[src/rtl/hrsp_pkg.sv]
package hrsp_pkg;

    localparam int VERSION_BITS = 10;

    typedef enum logic [4:0] {
        PH_METHOD_FIRST = 5'd0,
        PH_METHOD_P     = 5'd1,
        PH_METHOD_REST  = 5'd2,
        PH_URI_WS       = 5'd3,
        PH_PATH         = 5'd4,
        PH_QKEY         = 5'd5,
        PH_QVAL         = 5'd6,
        PH_VER_WS       = 5'd7,
        PH_VER_LIT      = 5'd8,
        PH_MAJOR        = 5'd9,
        PH_MINOR        = 5'd10,
        PH_REQ_LF       = 5'd11,
        PH_HDR_START    = 5'd12,
        PH_HDR_NAME     = 5'd13,
        PH_HDR_COLONWS  = 5'd14,
        PH_HDR_VALSP    = 5'd15,
        PH_HDR_VAL      = 5'd16,
        PH_HDR_LF       = 5'd17,
        PH_FINAL_LF     = 5'd18,
        PH_ACCEPT       = 5'd19,
        PH_ERROR        = 5'd20
    } t_phase;

    localparam logic [2:0] CLS_NONE  = 3'd0;
    localparam logic [2:0] CLS_PATH  = 3'd1;
    localparam logic [2:0] CLS_QKEY  = 3'd2;
    localparam logic [2:0] CLS_QVAL  = 3'd3;
    localparam logic [2:0] CLS_HNAME = 3'd4;
    localparam logic [2:0] CLS_HVAL  = 3'd5;

    localparam logic [1:0] ST_BUSY   = 2'd0;
    localparam logic [1:0] ST_ACCEPT = 2'd1;
    localparam logic [1:0] ST_ERROR  = 2'd2;

    localparam logic [1:0] PCT_IDLE = 2'd0;
    localparam logic [1:0] PCT_HIGH = 2'd1;
    localparam logic [1:0] PCT_LOW  = 2'd2;

    typedef struct packed {
        logic [2:0] token_class;
        logic [7:0] out_byte;
        logic       byte_valid;
        logic       token_start;
        logic       token_end;
        logic [2:0] method_code;
        logic [9:0] version_major;
        logic [9:0] version_minor;
        logic [1:0] parse_status;
    } t_result;

    // Method text, indexed by candidate and character position.
    function automatic logic [7:0] method_char(input logic [2:0] m, input logic [2:0] p);
        logic [7:0] c;
        c = 8'h00;
        case (m)
            3'd0: case (p) 3'd0: c = "H"; 3'd1: c = "E"; 3'd2: c = "A"; 3'd3: c = "D";
                default: c = 8'h00; endcase
            3'd1: case (p) 3'd0: c = "G"; 3'd1: c = "E"; 3'd2: c = "T";
                default: c = 8'h00; endcase
            3'd2: case (p) 3'd0: c = "P"; 3'd1: c = "O"; 3'd2: c = "S"; 3'd3: c = "T";
                default: c = 8'h00; endcase
            3'd3: case (p) 3'd0: c = "P"; 3'd1: c = "U"; 3'd2: c = "T";
                default: c = 8'h00; endcase
            3'd4: case (p) 3'd0: c = "D"; 3'd1: c = "E"; 3'd2: c = "L"; 3'd3: c = "E";
                3'd4: c = "T"; 3'd5: c = "E"; default: c = 8'h00; endcase
            3'd5: case (p) 3'd0: c = "O"; 3'd1: c = "P"; 3'd2: c = "T"; 3'd3: c = "I";
                3'd4: c = "O"; 3'd5: c = "N"; 3'd6: c = "S"; default: c = 8'h00; endcase
            3'd6: case (p) 3'd0: c = "T"; 3'd1: c = "R"; 3'd2: c = "A"; 3'd3: c = "C";
                3'd4: c = "E"; default: c = 8'h00; endcase
            3'd7: case (p) 3'd0: c = "C"; 3'd1: c = "O"; 3'd2: c = "N"; 3'd3: c = "N";
                3'd4: c = "E"; 3'd5: c = "C"; 3'd6: c = "T"; default: c = 8'h00; endcase
            default: c = 8'h00;
        endcase
        return c;
    endfunction

    function automatic logic [2:0] method_len(input logic [2:0] m);
        logic [2:0] n;
        case (m)
            3'd0: n = 3'd4;
            3'd1: n = 3'd3;
            3'd2: n = 3'd4;
            3'd3: n = 3'd3;
            3'd4: n = 3'd6;
            3'd5: n = 3'd7;
            3'd6: n = 3'd5;
            default: n = 3'd7;
        endcase
        return n;
    endfunction

    function automatic logic [7:0] version_char(input logic [2:0] p);
        logic [7:0] c;
        case (p)
            3'd0: c = "H";
            3'd1: c = "T";
            3'd2: c = "T";
            3'd3: c = "P";
            3'd4: c = "/";
            default: c = 8'h00;
        endcase
        return c;
    endfunction

    function automatic logic is_ws(input logic [7:0] c);
        return (c == 8'h20) || (c >= 8'h09 && c <= 8'h0D);
    endfunction

endpackage

[src/rtl/http_request_stream_parser_unit.sv]
// Channel | Direction | Handshake            | Payload
// input   | in        | i_valid / o_ready    | i_data_byte, i_end_of_input
// result  | out       | o_valid / i_ready    | o_token_class .. o_parse_status
//
// Each accepted input transaction yields exactly one result transaction.
// The parser state is updated in the cycle of acceptance; the result is held in
// an output register and a single skid register, so one transaction per cycle
// is sustained while i_ready is high; a result waits in the skid register only on a stall.
// Reset (synchronous, active low) returns the parser to the method start.
// A stall on the result side is absorbed by the skid register before o_ready drops.
module http_request_stream_parser_unit (
    input  logic       i_clk,
    input  logic       i_rst_n,
    input  logic       i_valid,
    output logic       o_ready,
    input  logic [7:0] i_data_byte,
    input  logic       i_end_of_input,
    output logic       o_valid,
    input  logic       i_ready,
    output logic [2:0] o_token_class,
    output logic [7:0] o_out_byte,
    output logic       o_byte_valid,
    output logic       o_token_start,
    output logic       o_token_end,
    output logic [2:0] o_method_code,
    output logic [9:0] o_version_major,
    output logic [9:0] o_version_minor,
    output logic [1:0] o_parse_status
);

    localparam int VB = hrsp_pkg::VERSION_BITS;
    localparam logic [VB-1:0] CAP = {VB{1'b1}};

    hrsp_pkg::t_phase r_phase, n_phase;
    logic [2:0]    r_cand, n_cand;
    logic [2:0]    r_pos, n_pos;
    logic [1:0]    r_pct, n_pct;
    logic [3:0]    r_nib, n_nib;
    logic [VB-1:0] r_major, n_major;
    logic [VB-1:0] r_minor, n_minor;
    logic          r_digits, n_digits;
    logic          r_open, n_open;

    hrsp_pkg::t_result r_out, r_skid, res;
    logic r_out_v, r_skid_v;

    logic take;
    assign o_ready = !r_skid_v;
    assign take    = i_valid && o_ready;

    // Byte decoding helpers.
    logic [7:0] c;
    logic       is_dig, hex_ok;
    logic [3:0] hex_v;
    logic [VB+3:0] acc_in, acc_mul;
    logic [VB-1:0] acc_sat;
    logic [3:0] dig;

    assign c      = i_data_byte;
    assign is_dig = (c >= "0") && (c <= "9");
    assign dig    = c[3:0];

    always_comb begin
        hex_ok = 1'b1;
        hex_v  = 4'd0;
        if (is_dig) begin
            hex_v = c[3:0];
        end else if ((c >= "a" && c <= "f") || (c >= "A" && c <= "F")) begin
            hex_v = 4'(c[3:0] + 4'd9);
        end else begin
            hex_ok = 1'b0;
        end
    end

    // One shared multiply-by-ten and saturate for whichever version field is active.
    // The running value never exceeds the cap, so (cap*10+9) fits in VB+4 bits.
    assign acc_in  = (r_phase == hrsp_pkg::PH_MAJOR) ? (VB+4)'(r_major) : (VB+4)'(r_minor);
    assign acc_mul = (acc_in << 3) + (acc_in << 1) + (VB+4)'(dig);
    assign acc_sat = (acc_mul > (VB+4)'(CAP)) ? CAP : acc_mul[VB-1:0];

    // Next-state and per-byte result.
    always_comb begin
        logic fail, emit, close_tok, qdelim;
        logic [2:0] emit_cls, close_cls, qcls;
        logic [7:0] emit_b;
        hrsp_pkg::t_phase qnext;

        n_phase = r_phase; n_cand = r_cand; n_pos = r_pos; n_pct = r_pct;
        n_nib = r_nib; n_major = r_major; n_minor = r_minor;
        n_digits = r_digits; n_open = r_open;
        fail = 1'b0; emit = 1'b0; close_tok = 1'b0; qdelim = 1'b0;
        emit_cls = hrsp_pkg::CLS_NONE; close_cls = hrsp_pkg::CLS_NONE;
        emit_b = c;
        qnext = hrsp_pkg::PH_QKEY;
        qcls = (r_phase == hrsp_pkg::PH_QKEY) ? hrsp_pkg::CLS_QKEY : hrsp_pkg::CLS_QVAL;
        res = '0;

        if (r_phase != hrsp_pkg::PH_ACCEPT && r_phase != hrsp_pkg::PH_ERROR) begin
            if (i_end_of_input) begin
                fail = 1'b1;
            end else begin
                case (r_phase)
                    hrsp_pkg::PH_METHOD_FIRST: begin
                        n_pos = 3'd1;
                        n_phase = hrsp_pkg::PH_METHOD_REST;
                        case (c)
                            "H": n_cand = 3'd0;
                            "G": n_cand = 3'd1;
                            "P": n_phase = hrsp_pkg::PH_METHOD_P;
                            "D": n_cand = 3'd4;
                            "O": n_cand = 3'd5;
                            "T": n_cand = 3'd6;
                            "C": n_cand = 3'd7;
                            default: fail = 1'b1;
                        endcase
                    end
                    hrsp_pkg::PH_METHOD_P: begin
                        if (c == "O") begin
                            n_cand = 3'd2; n_pos = 3'd2; n_phase = hrsp_pkg::PH_METHOD_REST;
                        end else if (c == "U") begin
                            n_cand = 3'd3; n_pos = 3'd2; n_phase = hrsp_pkg::PH_METHOD_REST;
                        end else begin
                            fail = 1'b1;
                        end
                    end
                    hrsp_pkg::PH_METHOD_REST: begin
                        if (c != hrsp_pkg::method_char(r_cand, r_pos)) begin
                            fail = 1'b1;
                        end else begin
                            n_pos = r_pos + 3'd1;
                            if (n_pos >= hrsp_pkg::method_len(r_cand)) begin
                                n_phase = hrsp_pkg::PH_URI_WS;
                            end
                        end
                    end
                    hrsp_pkg::PH_URI_WS: begin
                        if (hrsp_pkg::is_ws(c)) begin
                            n_phase = r_phase;
                        end else if (c == "?") begin
                            n_phase = hrsp_pkg::PH_QKEY;
                        end else if (c == 8'h00) begin
                            fail = 1'b1;
                        end else begin
                            n_phase = hrsp_pkg::PH_PATH;
                            emit = 1'b1; emit_cls = hrsp_pkg::CLS_PATH;
                        end
                    end
                    hrsp_pkg::PH_PATH: begin
                        if (c == "?" || c == " ") begin
                            close_tok = 1'b1; close_cls = hrsp_pkg::CLS_PATH;
                            n_phase = (c == "?") ? hrsp_pkg::PH_QKEY : hrsp_pkg::PH_VER_WS;
                        end else if (c == 8'h00) begin
                            fail = 1'b1;
                        end else begin
                            emit = 1'b1; emit_cls = hrsp_pkg::CLS_PATH;
                        end
                    end
                    hrsp_pkg::PH_QKEY, hrsp_pkg::PH_QVAL: begin
                        if (c == "&") begin
                            qdelim = 1'b1; qnext = hrsp_pkg::PH_QKEY;
                        end else if (c == " ") begin
                            qdelim = 1'b1; qnext = hrsp_pkg::PH_VER_WS;
                        end else if (c == "=" && r_phase == hrsp_pkg::PH_QKEY) begin
                            qdelim = 1'b1; qnext = hrsp_pkg::PH_QVAL;
                        end
                        if (qdelim) begin
                            close_tok = 1'b1; close_cls = qcls; n_phase = qnext;
                        end else if (c == 8'h00) begin
                            fail = 1'b1;
                        end else if (r_pct == hrsp_pkg::PCT_IDLE) begin
                            if (c == "%") begin
                                n_pct = hrsp_pkg::PCT_HIGH;
                            end else begin
                                emit = 1'b1; emit_cls = qcls;
                            end
                        end else if (!hex_ok) begin
                            fail = 1'b1;
                        end else if (r_pct == hrsp_pkg::PCT_HIGH) begin
                            n_nib = hex_v; n_pct = hrsp_pkg::PCT_LOW;
                        end else begin
                            emit = 1'b1; emit_cls = qcls; emit_b = {r_nib, hex_v};
                            n_pct = hrsp_pkg::PCT_IDLE;
                        end
                    end
                    hrsp_pkg::PH_VER_WS: begin
                        if (!hrsp_pkg::is_ws(c)) begin
                            if (c != "H") begin
                                fail = 1'b1;
                            end else begin
                                n_pos = 3'd1; n_phase = hrsp_pkg::PH_VER_LIT;
                            end
                        end
                    end
                    hrsp_pkg::PH_VER_LIT: begin
                        if (c != hrsp_pkg::version_char(r_pos)) begin
                            fail = 1'b1;
                        end else begin
                            n_pos = r_pos + 3'd1;
                            if (n_pos >= 3'd5) begin
                                n_phase = hrsp_pkg::PH_MAJOR; n_digits = 1'b0;
                            end
                        end
                    end
                    hrsp_pkg::PH_MAJOR: begin
                        if (is_dig) begin
                            n_major = acc_sat; n_digits = 1'b1;
                        end else if (c == "." && r_digits) begin
                            n_phase = hrsp_pkg::PH_MINOR; n_digits = 1'b0;
                        end else begin
                            fail = 1'b1;
                        end
                    end
                    hrsp_pkg::PH_MINOR: begin
                        if (is_dig) begin
                            n_minor = acc_sat; n_digits = 1'b1;
                        end else if (c == 8'h0D && r_digits) begin
                            n_phase = hrsp_pkg::PH_REQ_LF;
                        end else begin
                            fail = 1'b1;
                        end
                    end
                    hrsp_pkg::PH_REQ_LF, hrsp_pkg::PH_HDR_LF: begin
                        if (c == 8'h0A) n_phase = hrsp_pkg::PH_HDR_START;
                        else fail = 1'b1;
                    end
                    hrsp_pkg::PH_HDR_START: begin
                        if (c == 8'h0D) begin
                            n_phase = hrsp_pkg::PH_FINAL_LF;
                        end else if (c == ":" || c == " " || c == 8'h00) begin
                            fail = 1'b1;
                        end else begin
                            n_phase = hrsp_pkg::PH_HDR_NAME;
                            emit = 1'b1; emit_cls = hrsp_pkg::CLS_HNAME;
                        end
                    end
                    hrsp_pkg::PH_HDR_NAME: begin
                        if (c == ":") begin
                            close_tok = 1'b1; close_cls = hrsp_pkg::CLS_HNAME;
                            n_phase = hrsp_pkg::PH_HDR_VALSP;
                        end else if (c == " " || c == 8'h0D) begin
                            close_tok = 1'b1; close_cls = hrsp_pkg::CLS_HNAME;
                            n_phase = hrsp_pkg::PH_HDR_COLONWS;
                        end else if (c == 8'h00) begin
                            fail = 1'b1;
                        end else begin
                            emit = 1'b1; emit_cls = hrsp_pkg::CLS_HNAME;
                        end
                    end
                    hrsp_pkg::PH_HDR_COLONWS: begin
                        if (c == ":") n_phase = hrsp_pkg::PH_HDR_VALSP;
                        else if (!hrsp_pkg::is_ws(c)) fail = 1'b1;
                    end
                    hrsp_pkg::PH_HDR_VALSP: begin
                        if (c == 8'h0D) begin
                            n_phase = hrsp_pkg::PH_HDR_LF;
                        end else if (c == 8'h00) begin
                            fail = 1'b1;
                        end else if (c != " ") begin
                            n_phase = hrsp_pkg::PH_HDR_VAL;
                            emit = 1'b1; emit_cls = hrsp_pkg::CLS_HVAL;
                        end
                    end
                    hrsp_pkg::PH_HDR_VAL: begin
                        if (c == 8'h0D) begin
                            close_tok = 1'b1; close_cls = hrsp_pkg::CLS_HVAL;
                            n_phase = hrsp_pkg::PH_HDR_LF;
                        end else if (c == 8'h00) begin
                            fail = 1'b1;
                        end else begin
                            emit = 1'b1; emit_cls = hrsp_pkg::CLS_HVAL;
                        end
                    end
                    hrsp_pkg::PH_FINAL_LF: begin
                        if (c == 8'h0A) n_phase = hrsp_pkg::PH_ACCEPT;
                        else fail = 1'b1;
                    end
                    default: fail = 1'b1;
                endcase
            end
        end

        // An escape left open at a delimiter is an error.
        if (close_tok && r_pct != hrsp_pkg::PCT_IDLE) fail = 1'b1;

        if (!fail && emit) begin
            res.token_class = emit_cls;
            res.out_byte    = emit_b;
            res.byte_valid  = 1'b1;
            res.token_start = !r_open;
            n_open = 1'b1;
        end
        if (!fail && close_tok) begin
            if (r_open) begin
                res.token_end   = 1'b1;
                res.token_class = close_cls;
            end
            n_open = 1'b0;
        end
        if (fail) begin
            n_phase = hrsp_pkg::PH_ERROR;
            // State other than the phase keeps only what the model committed before failing.
            n_open = r_open;
            n_pct  = r_pct;
        end

        res.method_code   = n_cand;
        res.version_major = 10'(n_major);
        res.version_minor = 10'(n_minor);
        res.parse_status  = (n_phase == hrsp_pkg::PH_ACCEPT) ? hrsp_pkg::ST_ACCEPT :
                            (n_phase == hrsp_pkg::PH_ERROR)  ? hrsp_pkg::ST_ERROR :
                                                               hrsp_pkg::ST_BUSY;
    end

    always_ff @(posedge i_clk) begin
        if (!i_rst_n) begin
            r_phase  <= hrsp_pkg::PH_METHOD_FIRST;
            r_cand   <= '0;
            r_pos    <= '0;
            r_pct    <= hrsp_pkg::PCT_IDLE;
            r_nib    <= '0;
            r_major  <= '0;
            r_minor  <= '0;
            r_digits <= 1'b0;
            r_open   <= 1'b0;
        end else if (take) begin
            r_phase  <= n_phase;
            r_cand   <= n_cand;
            r_pos    <= n_pos;
            r_pct    <= n_pct;
            r_nib    <= n_nib;
            r_major  <= n_major;
            r_minor  <= n_minor;
            r_digits <= n_digits;
            r_open   <= n_open;
        end
    end

    // Output register with a skid stage behind it.
    always_ff @(posedge i_clk) begin
        if (!i_rst_n) begin
            r_out_v  <= 1'b0;
            r_skid_v <= 1'b0;
        end else begin
            if (!r_out_v || i_ready) begin
                if (r_skid_v) begin
                    r_out_v  <= 1'b1;
                    r_skid_v <= 1'b0;
                end else begin
                    r_out_v <= take;
                end
            end else if (take) begin
                r_skid_v <= 1'b1;
            end
        end
    end

    always_ff @(posedge i_clk) begin
        if (!r_out_v || i_ready) begin
            r_out <= r_skid_v ? r_skid : res;
        end
        if (take && r_out_v && !i_ready) begin
            r_skid <= res;
        end
    end

    assign o_valid         = r_out_v;
    assign o_token_class   = r_out.token_class;
    assign o_out_byte      = r_out.out_byte;
    assign o_byte_valid    = r_out.byte_valid;
    assign o_token_start   = r_out.token_start;
    assign o_token_end     = r_out.token_end;
    assign o_method_code   = r_out.method_code;
    assign o_version_major = r_out.version_major;
    assign o_version_minor = r_out.version_minor;
    assign o_parse_status  = r_out.parse_status;

`ifndef SYNTHESIS
    a_skid_needs_out: assert property (@(posedge i_clk) disable iff (!i_rst_n)
        r_skid_v |-> r_out_v) else $error("skid full while output empty");
    a_done_sticky: assert property (@(posedge i_clk) disable iff (!i_rst_n)
        (r_phase == hrsp_pkg::PH_ERROR) |=> (r_phase == hrsp_pkg::PH_ERROR))
        else $error("error phase left");
    a_no_byte_on_error: assert property (@(posedge i_clk) disable iff (!i_rst_n)
        (o_valid && o_parse_status == hrsp_pkg::ST_ERROR) |-> !o_byte_valid && !o_token_end)
        else $error("token output with error status");
    a_pct_only_query: assert property (@(posedge i_clk) disable iff (!i_rst_n)
        (r_pct != hrsp_pkg::PCT_IDLE) |-> (r_phase == hrsp_pkg::PH_QKEY ||
        r_phase == hrsp_pkg::PH_QVAL || r_phase == hrsp_pkg::PH_ERROR))
        else $error("escape pending outside query");
`endif

endmodule

[config.mk]
export PLATFORM = sky130hd
export DESIGN_NAME = http_request_stream_parser_unit
export DESIGN_NICKNAME = d
export VERILOG_FILES = /design/src/rtl/hrsp_pkg.sv /design/src/rtl/http_request_stream_parser_unit.sv
export SDC_FILE = /design/constraint.sdc
export NUM_CORES = 1
export LEC_CHECK = 0
export ABC_AREA = 1
export BUFFER_PORTS_ARGS = -buffer_cell sky130_fd_sc_hd__buf_2
export CAP_MARGIN = 10
export CORE_AREA = 5 5 124 126
export DETAILED_ROUTE_END_ITERATION = 7
export DIE_AREA = 0 0 129 131
export PLACE_DENSITY = 0.86
export RECOVER_POWER = 50
export SLEW_MARGIN = 20
export SYNTH_ARGS = -nofsm -noshare
export SYNTH_HDL_FRONTEND = slang
export SYNTH_SLANG_ARGS = --single-unit
[constraint.sdc]
create_clock -name i_clk -period 5.4 [get_ports i_clk]
set_input_delay 0.54 -clock i_clk [delete_from_list [all_inputs] [get_ports i_clk]]
set_output_delay 0.54 -clock i_clk [all_outputs]
set_load 0.05 [all_outputs]
==> reports/qor.csv <==
stage,metric,value,unit
logic_synthesis,Main synth FF type,edfxtp_1,
clock_network,Clock Tree Root,clkbuf_16,
global_route,largest net degree at the start of global routing,45,
global_route,met3 Use GR,0.0561,
drt,DR WL/cell,19.0,um
logic_synthesis,Synth cell types,54,
logic_synthesis,register area share after synthesis,0.383,
logic_synthesis,Synth Warn #,0,
global_route,grt ovf,0,
place,Detailed Place HPWL,18100,um
logic_synthesis,"count leader, synth",nand2_1,
sta,max-slew violation count,82,
floorplanning,row cnt,44,
global_route,first-pass GRT wire length,40600,um
global_route,antenna violations before repair,0,
logic_synthesis,Post-Syn Nets,1183,
drt,vias per cell,6.00,
floorplanning,total core area,14200,um^2
place,gpl congestion,1.08,
critical_path,crit path DAT,5200,ps
clock_network,# H-tree levels,4,
logic_synthesis,post-synthesis async set-or-reset flop share,0,
clock_network,clock sinks,119,
critical_path,Crit Path Category,flip-flop to flip-flop,
floorplanning,die span in x,129,um
final_layout,nets,1227,
drt,overall routed net length,26200,um
global_route,GRT met2 Usage,0.513,
sta,Slew HR,-0.571,
clock_network,Clock transition at path regs,60,ps
sta,setup violators final,0,
sta,Final min period,5080,ps
logic_synthesis,Cells after Synth,1135,
clock_network,hold_buf cts,0,
floorplanning,die area,16900,um^2
power,P_leak,0.00432,uW
floorplanning,Initial Utilization,0.582,
sta,Worst Tran Pin Value,2360,ps
critical_path,worst-path maximum fanout,44,
final_layout,Finished Layout Cells,1376,
place,dpl cells,1343,
clock_network,PostCTS Resize Cnt,0,
critical_path,"most used cell, CP",nor2_1,
critical_path,CP endpoint kind,flip-flop,
clock_network,CTS buffer count,17,
place,"worst slack, placed",748,ps
logic_synthesis,Area contributors post-synth,"edfxtp_1 (28%), nand2_1 (13%), dfxtp_1 (9.9%), inv_1 (5.8%), nor2_1 (5.6%)",
logic_synthesis,Post-Synthesis Cell Area,8260,um^2
global_route,Global Route Usage Sum,0.311,
hold_path,hold crit path type,input pin to flip-flop,
sta,FMAX,197,MHz
final_layout,Filler cells,1133,
power,worst vdd ir,235,uV
global_route,M1 GR Usage,0.413,
critical_path,CP Launch Type,flip-flop,
drt,Initial DRC Count,1259,
clock_network,Worst-Skew Late Latency,430,ps
outcome,failing checks,"design-rule violations, max-capacitance violations, max-slew violations",
logic_synthesis,Synth top cells by count,"nand2_1 (295), inv_1 (127), nor2_1 (124)",
logic_synthesis,Seq cells post-synth,119,
critical_path,CP bufs+invs,4,
sta,setup TNS,0,ps
clock_network,maximum clock path buffer count,2,
critical_path,"Largest stage delay, worst path",1330,ps
drt,DRT Pass-1 Iters,8,
sta,clk_skew,7.64,ps
sta,period utilisation layout,0.940,
critical_path,CP top delay family,buffers and inverters,
floorplanning,Top Ports,54,
sta,final hold violation count,0,
logic_synthesis,Synth top area share,0.284,
critical_path,Crit path required time,5520,ps
place,port bufs,53,
sta,Final Hold Slack,454,ps
drt,detailed-route via count,8261,
critical_path,critical path cell sequence,clkbuf_4 -> nor2_1 -> clkbuf_1 -> inv_1 -> nor2_1 -> buf_12,
final_layout,Layout area overhead,11.1,%
power,Power Density,317,nW/um^2
global_route,vias in the first global route,7472,
outcome,status,"finished, violations left",
clock_network,Post-CTS Repair Setup Buffers,0,
logic_synthesis,"area leader, netlist",edfxtp_1,
critical_path,CP max stage cell,clkbuf_1,
flow_run,number of max-cap violations,2,
floorplanning,Die Span Y,131,um
logic_synthesis,Post-synth EDFFs,78,
logic_synthesis,mean post-synth cell area,7.28,um^2
drt,drc violations,5,
final_layout,antenna cells,0,
final_layout,share of cells above drive strength 1,0.115,
sta,Setup WS post-layout,324,ps
drt,post-route ant nets,0,
sta,RSZ-0062 raised after global routing,false,
global_route,Most Crowded Layer GR,met2,
clock_network,CTS tree,yes,
[placed cells by master, fill, tap and decap left out, drive strengths merged, types with 15 or more instances in the layout]
cell	instances
a21oi	62
nand4	20
nor3	19
clkbuf	61
inv	157
edfxtp	78
nand2	310
o21ai	105
nand3	63
nor2	151
ha	33
dfxtp	41
buf	15
[worst register-to-register path: stages, from the launching register on]
cell and delay (ps):
dfxtp_1 300, clkbuf_4 350, nor2_1 200, clkbuf_1 1330
inv_1 960, nor2_1 1320, buf_12 310
[registers in the layout, summed over array words and instances (netlist names), 2 cells and up]
register and count:
r_minor 10, r_major 10, r_skid 39, r_nib 4
o_out_byte 8, r_pos 3, o_token_class 3, r_pct 2
o_version_major 10, o_parse_status 2, r_cand 3, o_method_code 3
o_version_minor 10, r_phase 5
[kinds of logic after synthesis]
logic type / count (synthesis) / synth area share
XOR/XNOR: 9 / 0.00954
buffers and inverters: 193 / 0.0951
flip-flops: 119 / 0.383
AO/OA/AOI/OAI: 207 / 0.139
AND/OR/NAND/NOR: 571 / 0.317
multiplexers: 1 / 0.00121
adder cells (fa/ha/maj): 35 / 0.0548
[metrics by stage]
step	util	power, uW	cell area, um^2
floorplan	-	1570	8260
global placement	0.607	1720	8630
detailed placement	0.607	1730	8630
CTS	0.650	2900	9230
global route	0.646	3020	9180
finish	0.646	2910	9180
[per-layer routing]
layer,vias to the layer above,routed length [um]
met2,575,12200
met3,99,2640
met4,0,880
met5,-,0
li1,3846,-
met1,3741,10400
[where the power goes]
part / total (uW) / switching (uW) / internal (uW)
Combinational: 649 / 489 / 160
Clock: 1180 / 454 / 727
Sequential: 1080 / 44.2 / 1040
Total: 2910 / 987 / 1930
[final timing paths]
check | startpoint | end | slack, ps | cells after the start
min | i_valid | r_skid_v$_SDFFE_PP0P_ | 450 | 3
max | r_skid_v$_SDFFE_PP0P_ | r_skid[8]$_DFFE_PP_ | 320 | 6
min reg2reg | r_open$_SDFFE_PN0P_ | r_open$_SDFFE_PN0P_ | 490 | 2
max reg2reg | r_skid_v$_SDFFE_PP0P_ | r_skid[8]$_DFFE_PP_ | 320 | 6
[final cells by class]
type	instances	area [um^2]	share of cell area
flip-flops and latches	119	3160	0.345
clock inverters	15	179	0.0195
multi-input cells	823	4310	0.470
inverters	159	608	0.0662
clock buffers	17	425	0.0463
well taps	184	230	0.0251
repair buffers	59	264	0.0288
No activity file was read; power rests on OpenSTA's default activity.
